[src/design/crbp_pkg.sv]
package crbp_pkg;

   // Pool geometry.
   localparam int NIC_COUNT   = 4;
   localparam int LARGE_COUNT = 32;
   localparam int LARGE_SIZE  = 1536;
   localparam int SMALL_COUNT = 16;
   localparam int SMALL_SIZE  = 256;

   // Field widths.
   localparam int ADDR_W      = 24;
   localparam int LEN_W       = 16;
   localparam int NIC_W       = 2;
   localparam int CNT_W       = 16;
   localparam int LARGE_IDX_W = 5;
   localparam int SMALL_IDX_W = 4;
   localparam int IDX_W       = 5;
   localparam int CSR_IDX_W   = 3;

   // Request modes.
   localparam logic [1:0] MODE_ALLOC  = 2'd0;
   localparam logic [1:0] MODE_FREE   = 2'd1;
   localparam logic [1:0] MODE_LOOKUP = 2'd2;

   // Response status codes.
   localparam logic [1:0] STATUS_OK        = 2'd0;
   localparam logic [1:0] STATUS_NO_BUFFER = 2'd1;
   localparam logic [1:0] STATUS_NOT_FOUND = 2'd2;

   // First index of the small base registers; the large bases sit below it.
   localparam logic [CSR_IDX_W-1:0] CSR_SMALL_BASE0 = 3'd4;

   typedef struct packed {
      logic [1:0]        mode;
      logic [NIC_W-1:0]  nic;
      logic [LEN_W-1:0]  length;
      logic [ADDR_W-1:0] address;
   } req_type;

   typedef struct packed {
      logic [1:0]        status;
      logic [ADDR_W-1:0] phys_address;
      logic              is_large;
      logic [IDX_W-1:0]  buffer_index;
      logic [CNT_W-1:0]  alloc_total;
      logic [CNT_W-1:0]  fail_total;
      logic [CNT_W-1:0]  free_total;
   } rsp_type;

   typedef struct packed {
      logic capture;
      logic prepare;
      logic execute;
   } cmd_type;

   typedef enum logic [1:0] {
      FSM_IDLE,
      FSM_PREP,
      FSM_EXEC,
      FSM_RESP
   } fsm_state_type;

   typedef struct packed {
      logic             hit;
      logic [IDX_W-1:0] idx;
   } match_type;

   // Finds the slot whose offset from the block base equals off. Slot offsets
   // are distinct, so at most one compare fires; the lowest index wins anyway.
   function automatic match_type find_slot(logic [ADDR_W-1:0] off, int count, int size);
      match_type m;
      m = '0;
      for (int i = LARGE_COUNT - 1; i >= 0; i--) begin
         if (i < count && off == ADDR_W'(i * size)) begin
            m.hit = 1'b1;
            m.idx = IDX_W'(i);
         end
      end
      return m;
   endfunction

endpackage

[src/design/two_class_rx_buffer_pool.sv]
// Receive buffer pool for four interfaces, each with a small and a large class
// of fixed-size buffers laid out at a programmable base address. A request is
// taken when start is high and busy is low, and its response appears on
// rsp_item, marked by a one-cycle rsp_valid strobe; the receiver cannot stall,
// so it must capture the response in that cycle. Each request passes in turn
// through capture, forming the address offsets from both block bases and the
// ring-head addresses, comparing the offsets against every slot and updating
// the busy marks, heads and counters, and presenting the response. The
// sequencing is set by the controller state machine, which holds busy high
// from the cycle after acceptance until the response cycle ends. Base
// registers are written through the csr_ port and should only be changed while
// busy is low.
module two_class_rx_buffer_pool (
   input  logic                              clock,
   input  logic                              reset,
   input  logic                              start,
   output logic                              busy,
   input  crbp_pkg::req_type                 req_item,
   output logic                              rsp_valid,
   output crbp_pkg::rsp_type                 rsp_item,
   input  logic                              csr_we,
   input  logic [crbp_pkg::CSR_IDX_W-1:0]    csr_index,
   input  logic [crbp_pkg::ADDR_W-1:0]       csr_wdata
);
   import crbp_pkg::*;

   // Command bundle from the controller to the datapath.
   cmd_type cmd;

   // The controller sequences each request through capture, prepare,
   // execute and respond.
   crbp_ctrl u_ctrl (
      .clock     (clock),
      .reset     (reset),
      .start     (start),
      .busy      (busy),
      .rsp_valid (rsp_valid),
      .cmd       (cmd)
   );

   // The datapath holds the base registers, the per-interface pool state and
   // the response register.
   crbp_datapath u_datapath (
      .clock     (clock),
      .reset     (reset),
      .cmd       (cmd),
      .req_item  (req_item),
      .csr_we    (csr_we),
      .csr_index (csr_index),
      .csr_wdata (csr_wdata),
      .rsp_item  (rsp_item)
   );

`ifndef ASSERT_OFF
   // An accepted request is always followed by its response on rsp_valid.
   assert property (@(posedge clock) disable iff (reset)
      (start && !busy) |-> ##3 rsp_valid)
      else $error("response did not follow an accepted request");

   // The response strobe lasts one cycle and the block is then free again.
   assert property (@(posedge clock) disable iff (reset)
      rsp_valid |=> (!rsp_valid && !busy))
      else $error("response strobe longer than one cycle");

   // A response never carries the unused status code.
   assert property (@(posedge clock) disable iff (reset)
      rsp_valid |-> (rsp_item.status == STATUS_OK || rsp_item.status == STATUS_NO_BUFFER
                     || rsp_item.status == STATUS_NOT_FOUND))
      else $error("response with an undefined status");
`endif

endmodule

[src/design/crbp_ctrl.sv]
module crbp_ctrl (
   input  logic                   clock,
   input  logic                   reset,
   input  logic                   start,
   output logic                   busy,
   output logic                   rsp_valid,
   output crbp_pkg::cmd_type      cmd
);
   import crbp_pkg::*;

   fsm_state_type state_ff;
   fsm_state_type state_in;

   always_ff @(posedge clock) begin
      if (reset) begin
         state_ff <= FSM_IDLE;
      end else begin
         state_ff <= state_in;
      end
   end

   always_comb begin
      state_in = state_ff;
      unique case (state_ff)
         FSM_IDLE: begin
            if (start) begin
               state_in = FSM_PREP;
            end
         end
         FSM_PREP: state_in = FSM_EXEC;
         FSM_EXEC: state_in = FSM_RESP;
         FSM_RESP: state_in = FSM_IDLE;
         default:  state_in = FSM_IDLE;
      endcase
   end

   always_comb begin
      cmd       = '0;
      busy      = 1'b1;
      rsp_valid = 1'b0;
      unique case (state_ff)
         FSM_IDLE: begin
            busy        = 1'b0;
            cmd.capture = start;
         end
         FSM_PREP: cmd.prepare = 1'b1;
         FSM_EXEC: cmd.execute = 1'b1;
         FSM_RESP: rsp_valid   = 1'b1;
         default:  busy        = 1'b1;
      endcase
   end

endmodule

[src/design/crbp_datapath.sv]
module crbp_datapath (
   input  logic                                clock,
   input  logic                                reset,
   input  crbp_pkg::cmd_type                   cmd,
   input  crbp_pkg::req_type                   req_item,
   input  logic                                csr_we,
   input  logic [crbp_pkg::CSR_IDX_W-1:0]      csr_index,
   input  logic [crbp_pkg::ADDR_W-1:0]         csr_wdata,
   output crbp_pkg::rsp_type                   rsp_item
);
   import crbp_pkg::*;

   req_type req_ff;

   logic [ADDR_W-1:0] large_base_ff [NIC_COUNT];
   logic [ADDR_W-1:0] small_base_ff [NIC_COUNT];

   logic [LARGE_COUNT-1:0] large_busy_ff  [NIC_COUNT];
   logic [SMALL_COUNT-1:0] small_busy_ff  [NIC_COUNT];
   logic [LARGE_IDX_W-1:0] large_next_ff  [NIC_COUNT];
   logic [SMALL_IDX_W-1:0] small_next_ff  [NIC_COUNT];
   logic [CNT_W-1:0]       allocs_done_ff [NIC_COUNT];
   logic [CNT_W-1:0]       allocs_fail_ff [NIC_COUNT];
   logic [CNT_W-1:0]       frees_done_ff  [NIC_COUNT];

   logic [ADDR_W-1:0] off_large_ff, off_large_in;
   logic [ADDR_W-1:0] off_small_ff, off_small_in;
   logic [ADDR_W-1:0] slot_large_ff, slot_large_in;
   logic [ADDR_W-1:0] slot_small_ff, slot_small_in;

   logic [LARGE_COUNT-1:0] large_busy_in;
   logic [SMALL_COUNT-1:0] small_busy_in;
   logic [LARGE_IDX_W-1:0] large_next_in;
   logic [SMALL_IDX_W-1:0] small_next_in;
   logic [CNT_W-1:0]       allocs_done_in;
   logic [CNT_W-1:0]       allocs_fail_in;
   logic [CNT_W-1:0]       frees_done_in;

   rsp_type rsp_ff, rsp_in;

   logic             nic_ok;
   logic             csr_small;
   logic [NIC_W-1:0] csr_nic;
   match_type        large_hit;
   match_type        small_hit;

   assign nic_ok    = {1'b0, req_ff.nic} < (NIC_W + 1)'(NIC_COUNT);
   assign csr_small = csr_index >= CSR_SMALL_BASE0;
   assign csr_nic   = csr_index[NIC_W-1:0];

   // Base address registers.
   always_ff @(posedge clock) begin
      if (reset) begin
         for (int n = 0; n < NIC_COUNT; n++) begin
            large_base_ff[n] <= '0;
            small_base_ff[n] <= '0;
         end
      end else if (csr_we && ({1'b0, csr_nic} < (NIC_W + 1)'(NIC_COUNT))) begin
         if (csr_small) begin
            small_base_ff[csr_nic] <= csr_wdata;
         end else begin
            large_base_ff[csr_nic] <= csr_wdata;
         end
      end
   end

   always_ff @(posedge clock) begin
      if (cmd.capture) begin
         req_ff <= req_item;
      end
   end

   // Prepare: offsets of the address from both block bases, and the
   // addresses of both ring heads.
   always_comb begin
      off_large_in  = req_ff.address - large_base_ff[req_ff.nic];
      off_small_in  = req_ff.address - small_base_ff[req_ff.nic];
      slot_large_in = large_base_ff[req_ff.nic]
                    + ADDR_W'(32'(large_next_ff[req_ff.nic]) * LARGE_SIZE);
      slot_small_in = small_base_ff[req_ff.nic]
                    + ADDR_W'(32'(small_next_ff[req_ff.nic]) * SMALL_SIZE);
   end

   always_ff @(posedge clock) begin
      if (cmd.prepare) begin
         off_large_ff  <= off_large_in;
         off_small_ff  <= off_small_in;
         slot_large_ff <= slot_large_in;
         slot_small_ff <= slot_small_in;
      end
   end

   assign large_hit = find_slot(off_large_ff, LARGE_COUNT, LARGE_SIZE);
   assign small_hit = find_slot(off_small_ff, SMALL_COUNT, SMALL_SIZE);

   // Execute: pool update and response for the addressed interface.
   always_comb begin
      large_busy_in  = large_busy_ff[req_ff.nic];
      small_busy_in  = small_busy_ff[req_ff.nic];
      large_next_in  = large_next_ff[req_ff.nic];
      small_next_in  = small_next_ff[req_ff.nic];
      allocs_done_in = allocs_done_ff[req_ff.nic];
      allocs_fail_in = allocs_fail_ff[req_ff.nic];
      frees_done_in  = frees_done_ff[req_ff.nic];
      rsp_in         = '0;
      rsp_in.status  = STATUS_NOT_FOUND;

      if (req_ff.mode == MODE_ALLOC) begin
         if (req_ff.length <= LEN_W'(SMALL_SIZE)) begin
            rsp_in.buffer_index = IDX_W'(small_next_ff[req_ff.nic]);
            if (!small_busy_ff[req_ff.nic][small_next_ff[req_ff.nic]]) begin
               small_busy_in[small_next_ff[req_ff.nic]] = 1'b1;
               if (small_next_ff[req_ff.nic] == SMALL_IDX_W'(SMALL_COUNT - 1)) begin
                  small_next_in = '0;
               end else begin
                  small_next_in = small_next_ff[req_ff.nic] + 1'b1;
               end
               rsp_in.phys_address = slot_small_ff;
               rsp_in.status       = STATUS_OK;
            end else begin
               rsp_in.status = STATUS_NO_BUFFER;
            end
         end else begin
            rsp_in.is_large     = 1'b1;
            rsp_in.buffer_index = IDX_W'(large_next_ff[req_ff.nic]);
            if (!large_busy_ff[req_ff.nic][large_next_ff[req_ff.nic]]) begin
               large_busy_in[large_next_ff[req_ff.nic]] = 1'b1;
               if (large_next_ff[req_ff.nic] == LARGE_IDX_W'(LARGE_COUNT - 1)) begin
                  large_next_in = '0;
               end else begin
                  large_next_in = large_next_ff[req_ff.nic] + 1'b1;
               end
               rsp_in.phys_address = slot_large_ff;
               rsp_in.status       = STATUS_OK;
            end else begin
               rsp_in.status = STATUS_NO_BUFFER;
            end
         end
         if (rsp_in.status == STATUS_OK) begin
            allocs_done_in = allocs_done_in + 1'b1;
         end else begin
            allocs_fail_in = allocs_fail_in + 1'b1;
         end
      end else if (req_ff.mode == MODE_FREE || req_ff.mode == MODE_LOOKUP) begin
         if (large_hit.hit || small_hit.hit) begin
            rsp_in.status       = STATUS_OK;
            rsp_in.phys_address = req_ff.address;
            rsp_in.is_large     = large_hit.hit;
            rsp_in.buffer_index = large_hit.hit ? large_hit.idx : small_hit.idx;
            if (req_ff.mode == MODE_FREE) begin
               if (large_hit.hit) begin
                  large_busy_in[large_hit.idx[LARGE_IDX_W-1:0]] = 1'b0;
               end else begin
                  small_busy_in[small_hit.idx[SMALL_IDX_W-1:0]] = 1'b0;
               end
               frees_done_in = frees_done_in + 1'b1;
            end
         end
      end

      rsp_in.alloc_total = allocs_done_in;
      rsp_in.fail_total  = allocs_fail_in;
      rsp_in.free_total  = frees_done_in;

      if (!nic_ok) begin
         rsp_in        = '0;
         rsp_in.status = STATUS_NOT_FOUND;
      end
   end

   always_ff @(posedge clock) begin
      if (reset) begin
         for (int n = 0; n < NIC_COUNT; n++) begin
            large_busy_ff[n]  <= '0;
            small_busy_ff[n]  <= '0;
            large_next_ff[n]  <= '0;
            small_next_ff[n]  <= '0;
            allocs_done_ff[n] <= '0;
            allocs_fail_ff[n] <= '0;
            frees_done_ff[n]  <= '0;
         end
      end else if (cmd.execute && nic_ok) begin
         large_busy_ff[req_ff.nic]  <= large_busy_in;
         small_busy_ff[req_ff.nic]  <= small_busy_in;
         large_next_ff[req_ff.nic]  <= large_next_in;
         small_next_ff[req_ff.nic]  <= small_next_in;
         allocs_done_ff[req_ff.nic] <= allocs_done_in;
         allocs_fail_ff[req_ff.nic] <= allocs_fail_in;
         frees_done_ff[req_ff.nic]  <= frees_done_in;
      end
   end

   always_ff @(posedge clock) begin
      if (cmd.execute) begin
         rsp_ff <= rsp_in;
      end
   end

   assign rsp_item = rsp_ff;

endmodule
[config.mk]
export PLATFORM = sky130hd
export DESIGN_NAME = two_class_rx_buffer_pool
export DESIGN_NICKNAME = d
export VERILOG_FILES = /design/src/design/crbp_pkg.sv /design/src/design/two_class_rx_buffer_pool.sv /design/src/design/crbp_ctrl.sv /design/src/design/crbp_datapath.sv
export SDC_FILE = /design/constraint.sdc
export NUM_CORES = 1
export LEC_CHECK = 0
export BUFFER_PORTS_ARGS = -buffer_cell sky130_fd_sc_hd__buf_4
export CAP_MARGIN = 20
export CELL_PAD_IN_SITES_DETAIL_PLACEMENT = 0
export CELL_PAD_IN_SITES_GLOBAL_PLACEMENT = 1
export CORE_UTILIZATION = 56
export DETAILED_ROUTE_END_ITERATION = 12
export GPL_TIMING_DRIVEN = 0
export MAX_ROUTING_LAYER = met4
export PLACE_DENSITY = 0.86
export SLEW_MARGIN = 20
export SYNTH_ARGS = -nofsm -noshare
export SYNTH_HDL_FRONTEND = slang
export SYNTH_SLANG_ARGS = --single-unit
[constraint.sdc]
create_clock -name clock -period 14 [get_ports clock]
set_input_delay 1.4 -clock clock [delete_from_list [all_inputs] [get_ports clock]]
set_output_delay 1.4 -clock clock [all_outputs]
set_load 0.05 [all_outputs]
# Word-level counts from Yosys, hierarchy flattened
# Memories as Yosys holds them, arrays and structs flattened. A register that Yosys moved wholly into a read port is not among the register bits.
# Index checks and enable logic that the tools add are counted.
# W data, S select, Z words.
[classes] n_mux=158 bitwise=6 n_mul=1 reduce_logical=20 n_addsub=9 eq_ne=54 order_cmp=10
[op_table] operator="$mux W32" n=11
[op_table] operator="$mux W16" n=19
[op_table] operator="$mux W6" n=48
[op_table] operator="$eq A24 B15 Y1 const B" n=11
[op_table] operator="$eq A24 B16 Y1 const B" n=10
[op_table] operator="$eq A24 B12 Y1 const B" n=9
[op_table] operator="$eq A24 B11 Y1 const B" n=5
[op_table] operator="$eq A24 B14 Y1 const B" n=5
[op_table] operator="$mux W24" n=4
[op_table] operator="$eq A24 B13 Y1 const B" n=3
[op_table] operator="$reduce_or A16 Y1" n=4
[op_table] operator="$add A16 B1 Y16 const B" n=3
[op_table] operator="$eq A24 B10 Y1 const B" n=2
[op_table] operator="$logic_not A24 Y1" n=2
[op_table] operator="$reduce_or A24 Y1" n=2
[op_table] operator="$sub A24 B24 Y24" n=2
[op_table] operator="$mux W2" n=19
[op_table] operator="$mux W1" n=36
[op_table] operator="$mux W5" n=7
[op_table] operator="$and A32 B32 Y32" n=1
[op_table] operator="$not A32 Y32" n=1
[op_table] operator="$or A32 B32 Y32" n=1
[op_table] operator="$reduce_or A32 Y1" n=1
[op_table] operator="$mux W26" n=1
[op_table] operator="32 further kinds" n=51
[totals] elab_cells=283 memories=9 output_inout_bits=82 ram_bits=612 regBits=222 inputBits=75
[mem_list] memory="u_datapath.large_busy_ff" depth=4 width=32 read_ports=1 rd_clocked_by_memory_dff=1 wr=4 line="crbp_datapath.sv:18" rtl="logic [LARGE_COUNT-1:0] large_busy_ff [NIC_COUNT];"
[mem_list] memory="u_datapath.large_base_ff" depth=4 width=24 read_ports=1 rd_clocked_by_memory_dff=1 wr=4 line="crbp_datapath.sv:15" rtl="logic [ADDR_W-1:0] large_base_ff [NIC_COUNT];"
[mem_list] memory="u_datapath.small_base_ff" depth=4 width=24 read_ports=1 rd_clocked_by_memory_dff=1 wr=4 line="crbp_datapath.sv:16" rtl="logic [ADDR_W-1:0] small_base_ff [NIC_COUNT];"
[mem_list] memory="u_datapath.allocs_done_ff" depth=4 width=16 read_ports=1 rd_clocked_by_memory_dff=1 wr=4 line="crbp_datapath.sv:22" rtl="logic [CNT_W-1:0] allocs_done_ff [NIC_COUNT];"
[mem_list] memory="u_datapath.allocs_fail_ff" depth=4 width=16 read_ports=1 rd_clocked_by_memory_dff=1 wr=4 line="crbp_datapath.sv:23" rtl="logic [CNT_W-1:0] allocs_fail_ff [NIC_COUNT];"
[mem_list] memory="u_datapath.frees_done_ff" depth=4 width=16 read_ports=1 rd_clocked_by_memory_dff=1 wr=4 line="crbp_datapath.sv:24" rtl="logic [CNT_W-1:0] frees_done_ff [NIC_COUNT];"
[mem_list] memory="+3 memories"

# Longest topological paths before layout
# Gate-level depths: netlist of run 1.
[logic_depth] word_depth=45 mapped_depth=22

# Cells and area by module
# A second synthesis of run 1 with hierarchy kept.
[unflattened] cells_unflattened=3164 area_unflattened_um2=40908.0
[by_module_without_submodules] mod="crbp_datapath" n_inst=1 cells_per_inst=3147 area_per_inst_um2=40751.6
[by_module_without_submodules] mod="crbp_ctrl" n_inst=1 cells_per_inst=17 area_per_inst_um2=156.4

# Least setup slack after synthesis of run 1
# Ideal clock, no wire load.
[synth_timing] path_kind="register -> register" from="register u_ctrl.state_ff[0]" to="memory u_datapath.allocs_done_ff[2][0] (enable)" path_slack_ns=7.866 path_stages_with_launch=7 arrival_time_ns=5.652 path_buffers=1 synth_period_minus_slack_ns=6.134 cell_sequence="dfxtp_1 inv_1 ha_1 nand2b_1 or2_2 clkbuf_1 nand2b_1"
[synth_rtl] element="from (decl)" line="crbp_ctrl.sv:11" rtl="fsm_state_type state_ff;"
[synth_rtl] element="from (signal assigned)" line="crbp_ctrl.sv:18" rtl="state_ff <= state_in;"
[synth_rtl] element="to (decl)" line="crbp_datapath.sv:22"

==> results of run 1 <==
[where the power goes]
group	internal [mW]	switching [mW]	total, mW
Clock	1.30	0.991	2.29
Combinational	1.07	1.95	3.03
Sequential	3.27	0.125	3.40
Total	5.64	3.07	8.71
[layout make-up]
| cell class | instances | area (sq um) |
|---|---|---|
| flip-flops and latches | 836 | 25060 |
| plain buffers | 148 | 675.6 |
| clock inverters | 53 | 496.7 |
| repair buffers | 173 | 1574 |
| inverters | 144 | 540.5 |
| multi-input cells | 1793 | 13590 |
| clock buffers | 108 | 2320 |
| fillers | 5209 | 24710 |
| well taps | 940 | 1176 |
| diodes | 3 | 7.507 |
[metal layers]
| layer | GRT usage [%] | wire, microns | vias to the layer above |
|---|---|---|---|
| met3 | 5.361 | 10010 | 198 |
| met2 | 47.27 | 49880 | 1326 |
| li1 | - | - | 11360 |
| met4 | 10.12 | 3158 | 0 |
| met5 | - | 0 | - |
| met1 | 42.16 | 43320 | 13170 |
[cell usage in the layout (no fill, tap or decap), types with 82 or more instances in the layout]
master,n
mux4_2,153
and2_1,227
clkbuf_1,112
ha_1,82
nand2_1,128
edfxtp_1,832
buf_4,169
nor2_1,453
clkbuf_16,90
inv_1,142
[worst register-to-register path, stage by stage (launching register included)]
cell and delay [ps]:
dfxtp_1 420, buf_2 320, buf_2 500, buf_2 370, buf_2 420, buf_1 740, buf_2 520, clkbuf_1 540
clkbuf_1 590, mux4_2 510, inv_1 100, ha_1 250, nor2b_1 160, o31a_1 330, o21bai_1 210, a31o_2 220
o21ai_0 210, or4_1 520, a211oi_1 510, a21oi_1 170, xor2_1 170
[stage by stage]
step	util (%)	cell area [sq um]	setup WS, ps	total power, mW
after global placement	60.02	42100	4162	6.342
after detailed placement	60.76	42620	6128	6.410
after CTS	64.77	45440	6086	8.693
after global routing	64.77	45440	5765	9.054
final	64.78	45440	5964	8.713
after floorplan	-	39760	7866	5.479
[registers in the layout, indices dropped and copies added (netlist names), named ones only]
signal                     flops
u_datapath.large_busy_ff     128
u_datapath.small_busy_ff      64
u_datapath.allocs_fail_ff     64
u_datapath.small_next_ff      16
u_datapath.rsp_item           80
u_datapath.req_ff             44
u_datapath.frees_done_ff      64
u_datapath.slot_large_ff      24
u_ctrl.state_ff                2
u_datapath.large_base_ff      96
u_datapath.allocs_done_ff     64
u_datapath.off_large_ff       24
u_datapath.large_next_ff      20
u_datapath.off_small_ff       24
u_datapath.small_base_ff      96
u_datapath.slot_small_ff      24
[worst min path at each step]
| stage | slack [ps] | from | end |
|---|---|---|---|
| 4_1_cts | 520 | u_datapath.slot_large_ff[3] | u_datapath.rsp_item[57] |
| 3_5_place_dp | 500 | u_datapath.slot_large_ff[3] | u_datapath.rsp_item[57] |
| 2_1_floorplan | 460 | u_ctrl.state_ff[1] | u_ctrl.state_ff[1] |
| 5_1_grt | 530 | u_datapath.slot_large_ff[0] | u_datapath.rsp_item[54] |
| 3_3_place_gp | 470 | u_ctrl.state_ff[1] | u_ctrl.state_ff[1] |
| 6_report | 510 | u_datapath.slot_large_ff[3] | u_datapath.rsp_item[57] |
[cell families (layout without fill, tap and decap cells)]
logic type,count (synthesis),in the layout
simple gates,1062,1062
flops,836,836
compound gates,331,331
buf+inv,292,626
mux,194,194
xor+xnor,117,117
fa+ha+maj,89,89
other cells,0,3
==> results.cfg, run 1 <==
[yosys]
synth_common_cells = edfxtp_1, nor2_1, and2_1
synth_cells = 2921
yosysUniqueCellTypes = 75
yosysMostFrequentCell = edfxtp_1
postSynthAreaPerCell_sq_um = 13.61
ys_seq_elements = 836
synthMuxAreaShare_pct = 9.753
synthAdderAreaFrac_pct = 2.895
yosysWarnings = 0
yosys-top-cells-area = edfxtp_1, mux4_2, nor2_1
seq_area_frac_synth_pct = 63.05
synth_compound_area_share_pct = 5.652
synth_fp_nets = 3085
ys_async_sr_fraction_pct = 0
synth-xor-area-share_pct = 2.596
synth_largest_area_cell = edfxtp_1
yosys.area_share.simple_pct = 13.00
synth_area_sq_mm = 0.03976
yosys.area.top_type_share_pct = 62.84
yosys_most_used_dff = edfxtp_1
synth_edf_count = 832
synth_top_family_by_area = simple AND/OR/NAND/NOR gates

[worst_setup_path]
end_kind = register
critPathLaunchType = register
setup.worst_path.end = u_datapath.off_large_ff[22]
path_common_cell = buf_2
critPathKind = reg -> reg
slowest_stage = buf_1
required_ps = 14390
cp_slowest_stage_delay_ps = 730
path_cells = buf_2, buf_2, buf_2, buf_2, buf_1, buf_2, clkbuf_1, clkbuf_1, mux4_2, inv_1, ha_1, nor2b_1, o31a_1, o21bai_1, a31o_2, o21ai_0, or4_1, a211oi_1, a21oi_1, xor2_1
r2r_cells = 20
r2r_setup_slack_ps = 5960
worstPathMaxFanout = 10
path_depth = 20
rr_endpoint = u_datapath.off_large_ff[22]
critPathTopFamily = buffers and inverters
arrival_ps = 8420
crit_buf_inv = 9

[clock_tree]
ctsHtreeMaxLevel = 3
postCtsSetupBuffers = 0
cts_max_path_buffers = 3
cts_tree = yes
cts-root-buf = clkbuf_16
cts.sinks = 836
clk_latency_ps = 650
cts_inserted_buffers = 87
hold_buffers = 0
clkSlewWorstSetupHoldPaths_ps = 60
ctsResizeCount = 0

[timing]
slew_violations = 0
finalClockSkew_ps = 25.75
layout_min_cycle_time_ps = 8036
hold_violations = 0
whs_ps = 512.5
setup_violations = 0
timing.setup.tns_ps = 0
rsz0062_at_grt = no
worstMarginPinSlew_ps = 1072
timing.final.crit_share_pct = 57.40
max_freq_mhz = 124.4
max_slew_margin_pct = 27.88

[job]
drv_cap = 0

[status]
outcome = finished clean

[global_routing]
grt_pass1_wl_microns = 157600
overflow = 0
grt_max_degree = 53
antenna_found_initial = 2
grt_usage_pct = 30.80
grt_pass1_vias = 25910

[placed_design]
dp_cells = 4034
place.gp.congestion = 0.9217
dp_hpwl_microns = 73670
portBuffers = 156

[route]
vias = 26060
drt_wl_total_microns = 106400
drt-initial-drc-count = 3057
drc = 0
viasPerCell = 6.207
drt_pass1_iterations = 6
antenna_left = 0
wl_per_cell_microns = 25.34

[floorplanning]
die_area_sq_mm = 0.07206
die_height_microns = 268.4
pin_count = 157
start_util_pct = 56.67
core_area_sq_mm = 0.07015
rows = 97
dieWidth_microns = 268.4

[power_and_ir_drop]
irDropWorstVdd_mv = 0.1396
p_per_area_mw_per_mm2 = 191.7
p_leak_nw = 16.80

[hold_path]
holdPathStages = 2
hold_class = reg -> reg

[finish]
final-instance-count-excl-fill = 4198
area_growth_pct = 14.31
layout-drive-gt1-share_pct = 17.60
fin_nets = 3347
Power figures use the tool's default switching activity.
==> run 2: changes to the inputs <==
--- a/config.mk
+++ b/config.mk
@@ -9,11 +9,11 @@
 export CAP_MARGIN = 20
 export CELL_PAD_IN_SITES_DETAIL_PLACEMENT = 0
 export CELL_PAD_IN_SITES_GLOBAL_PLACEMENT = 1
-export CORE_UTILIZATION = 56
+export CORE_UTILIZATION = 47
 export DETAILED_ROUTE_END_ITERATION = 12
 export GPL_TIMING_DRIVEN = 0
 export MAX_ROUTING_LAYER = met4
-export PLACE_DENSITY = 0.86
+export PLACE_DENSITY = 0.77
 export SLEW_MARGIN = 20
 export SYNTH_ARGS = -nofsm -noshare
 export SYNTH_HDL_FRONTEND = slang
==> constraint.sdc (replaced) <==
create_clock -name clock -period 6.93 [get_ports clock]
set_input_delay 0.693 -clock clock [delete_from_list [all_inputs] [get_ports clock]]
set_output_delay 0.693 -clock clock [all_outputs]
set_load 0.05 [all_outputs]
==> run 2 against run 1 <==
Compared with the run above: register-to-register slack worse by 5600 ps; sequential cell count unchanged; first-iteration DRC count down 15%; largest cell class unchanged; global-route usage down 5.0 points; sequential power up 100%; total power up 100%.
==> results.cfg, run 2 (synthesis gave the netlist of run 1 again) <==
[route]
drc = 0
vias = 25450
dr_wl_met3_microns = 8608
antenna_left = 0
wl_per_cell_microns = 24.45
drt_wl_total_microns = 107000
viasPerCell = 5.814
wl_met1_microns = 46220
drt_pass1_iterations = 6
met2WireLength_microns = 49490
drt-initial-drc-count = 2610
routed.top_layer = met4

[timing]
rsz0062_at_grt = no
layout_min_cycle_time_ps = 6554
setup_violations = 0
hold_violations = 0
worstMarginPinSlew_ps = 1084
timing.final.crit_share_pct = 94.58
max_freq_mhz = 152.6
timing.setup.tns_ps = 0
finalWorstSetupSlack_ps = 375.7
slew_violations = 0
finalClockSkew_ps = 23.24
max_slew_margin_pct = 27.59

[finish]
fin_nets = 3343
layout_commonest_cell = edfxtp_1
final_area_sq_mm = 0.04555
top_regs = u_datapath.large_busy_ff: 128 flops, u_datapath.large_base_ff: 96 flops, u_datapath.small_base_ff: 96 flops
n_antenna_cell = 0
regMostFlops = u_datapath.large_busy_ff
area_growth_pct = 14.57
final-instance-count-excl-fill = 4377
layout-drive-gt1-share_pct = 17.27
largest_reg_flops = 128
n_fill_cell = 6949
final_cell_mix = edfxtp_1, nor2_1, and2_1

[floorplanning]
dieWidth_microns = 292.8
pin_count = 157
core_area_sq_mm = 0.08369
start_util_pct = 47.50
die_height_microns = 292.8
rows = 106
die_area_sq_mm = 0.08575

[job]
drv_cap = 0

[clock_tree]
postCtsSetupBuffers = 0
cts_max_path_buffers = 3
cts-root-buf = clkbuf_16
cts_tree = yes
cts_inserted_buffers = 88
ctsHtreeMaxLevel = 3
clk_latency_ps = 650
clkSlewWorstSetupHoldPaths_ps = 60
cts.sinks = 836

[worst_setup_path]
worstPathMaxFanout = 28
path_common_cell = buf_2
crit_buf_inv = 7
r2r_setup_slack_ps = 380
end_kind = register
critPathLaunchType = register
required_ps = 7310
rr_endpoint = u_datapath.off_large_ff[22]
cp_slowest_stage_delay_ps = 600
slowest_stage = clkbuf_1
critPathKind = reg -> reg
r2r_cells = 17
path_cells = buf_2, buf_2, buf_2, buf_2, buf_4, clkbuf_1, mux4_2, inv_1, ha_1, or2_2, a21oi_1, a31o_2, o21ai_0, or4_1, a211oi_2, a21oi_1, xor2_1
arrival_ps = 6940
critPathTopFamily = buffers and inverters

[placed_design]
portBuffers = 156
place_ws_ps = -1294
dp_hpwl_microns = 75440
dp_cells = 4228
placed_cell_area_sq_mm = 0.04285
place.gp.congestion = 0.9065

[power_and_ir_drop]
clkPwrFrac_pct = 25.7
irDropWorstVdd_mv = 0.3022
p_per_area_mw_per_mm2 = 382.8
power.total_mw = 17.44
seq_power_share_pct = 39.4
p_leak_nw = 16.73
pwr-share-comb_pct = 34.9
p_int_mw = 11.31
p_sw_mw = 6.124
p_sw_share_pct = 35.12

[global_routing]
grt_pass1_vias = 25430
antenna_found_initial = 0
grt_max_degree = 56
grt_pass1_wl_microns = 158600
grt_usage_pct = 25.76
overflow = 0

[hold_path]
hold_path_end = u_datapath.req_ff[21]
hold_class = in -> reg
holdPathStages = 1
hp-start = req_item[21]

[status]
outcome = finished clean
## run 2: changes by cell type in the layout (fill, tap and decap cells not counted), moves of 3 or more
| cell | change |
|---|---|
| clkbuf_8 | +3 |
| clkinv_2 | -7 |
| clkinv_1 | +3 |
| diode_2 | -3 |
| clkinv_4 | -5 |
| buf_2 | -3 |
## run 2: worst max-delay path by stage
stage	from	cells after the start	to	slack, ps
2_1_floorplan	u_ctrl.state_ff[0]	6	u_datapath.allocs_done_ff[2][0]	800
3_3_place_gp	u_ctrl.state_ff[0]	6	u_datapath.large_busy_ff[2][11]	-2930
3_5_place_dp	register	20	u_datapath.off_large_ff[22]	-1290
4_1_cts	register	21	u_datapath.off_large_ff[23]	120
5_1_grt	register	20	u_datapath.off_large_ff[23]	40
6_report	register	17	u_datapath.off_large_ff[22]	380
## run 2: power by group through the flow
stage | registers [mW] | clock network, mW | logic, mW
floorplan | 7.27 | 0 | 3.80
global placement | 7.02 | 0 | 5.86
CTS | 6.88 | 4.55 | 6.04
finish | 6.87 | 4.49 | 6.08
detailed placement | 6.97 | 0 | 6.02
global route | 6.93 | 4.73 | 6.53
## run 2: cell type report
type	count	area (sq um)	share of cell area [%]
Buffer	143	660.6	1.450
Sequential cell	836	25060	55.03
Multi-Input combinational cell	1793	13600	29.86
Clock buffer	113	2347	5.153
Tap cell	1134	1419	3.115
Timing Repair Buffer	173	1564	3.434
Clock inverter	41	354.1	0.7774
Inverter	144	540.5	1.187
## run 2: repair_timing
action / in CTS / in global routing
gates resized for setup: 3 / 0
hold buffers: 0 / 0
pin swaps: 0 / 0
setup endpoints to repair: 51 / 7
## run 2: routing by layer
| metal | GRT usage [%] | vias up |
|---|---|---|
| met5 | - | - |
| met4 | 7.074 | 0 |
| met3 | 4.226 | 166 |
| met2 | 39.31 | 1056 |
| met1 | 35.89 | 12880 |
| li1 | - | 11350 |
## run 2: stage by stage
stage	hold slack [ps]	util (%)
2_1_floorplan	464.8	-
3_3_place_gp	475.4	50.60
3_5_place_dp	491.5	51.21
4_1_cts	187.9	54.43
5_1_grt	201.4	54.43
6_report	218.3	54.43
## run 2: worst register-to-register path, cell delays in order (launching register included)
cell and delay, ps:
dfxtp_1 520, buf_2 360, buf_2 440, buf_2 360
buf_2 560, buf_4 570, clkbuf_1 620, mux4_2 500
inv_1 100, ha_1 270, or2_2 290, a21oi_1 160
a31o_2 170, o21ai_0 170, or4_1 510, a211oi_2 420
a21oi_1 150, xor2_1 160
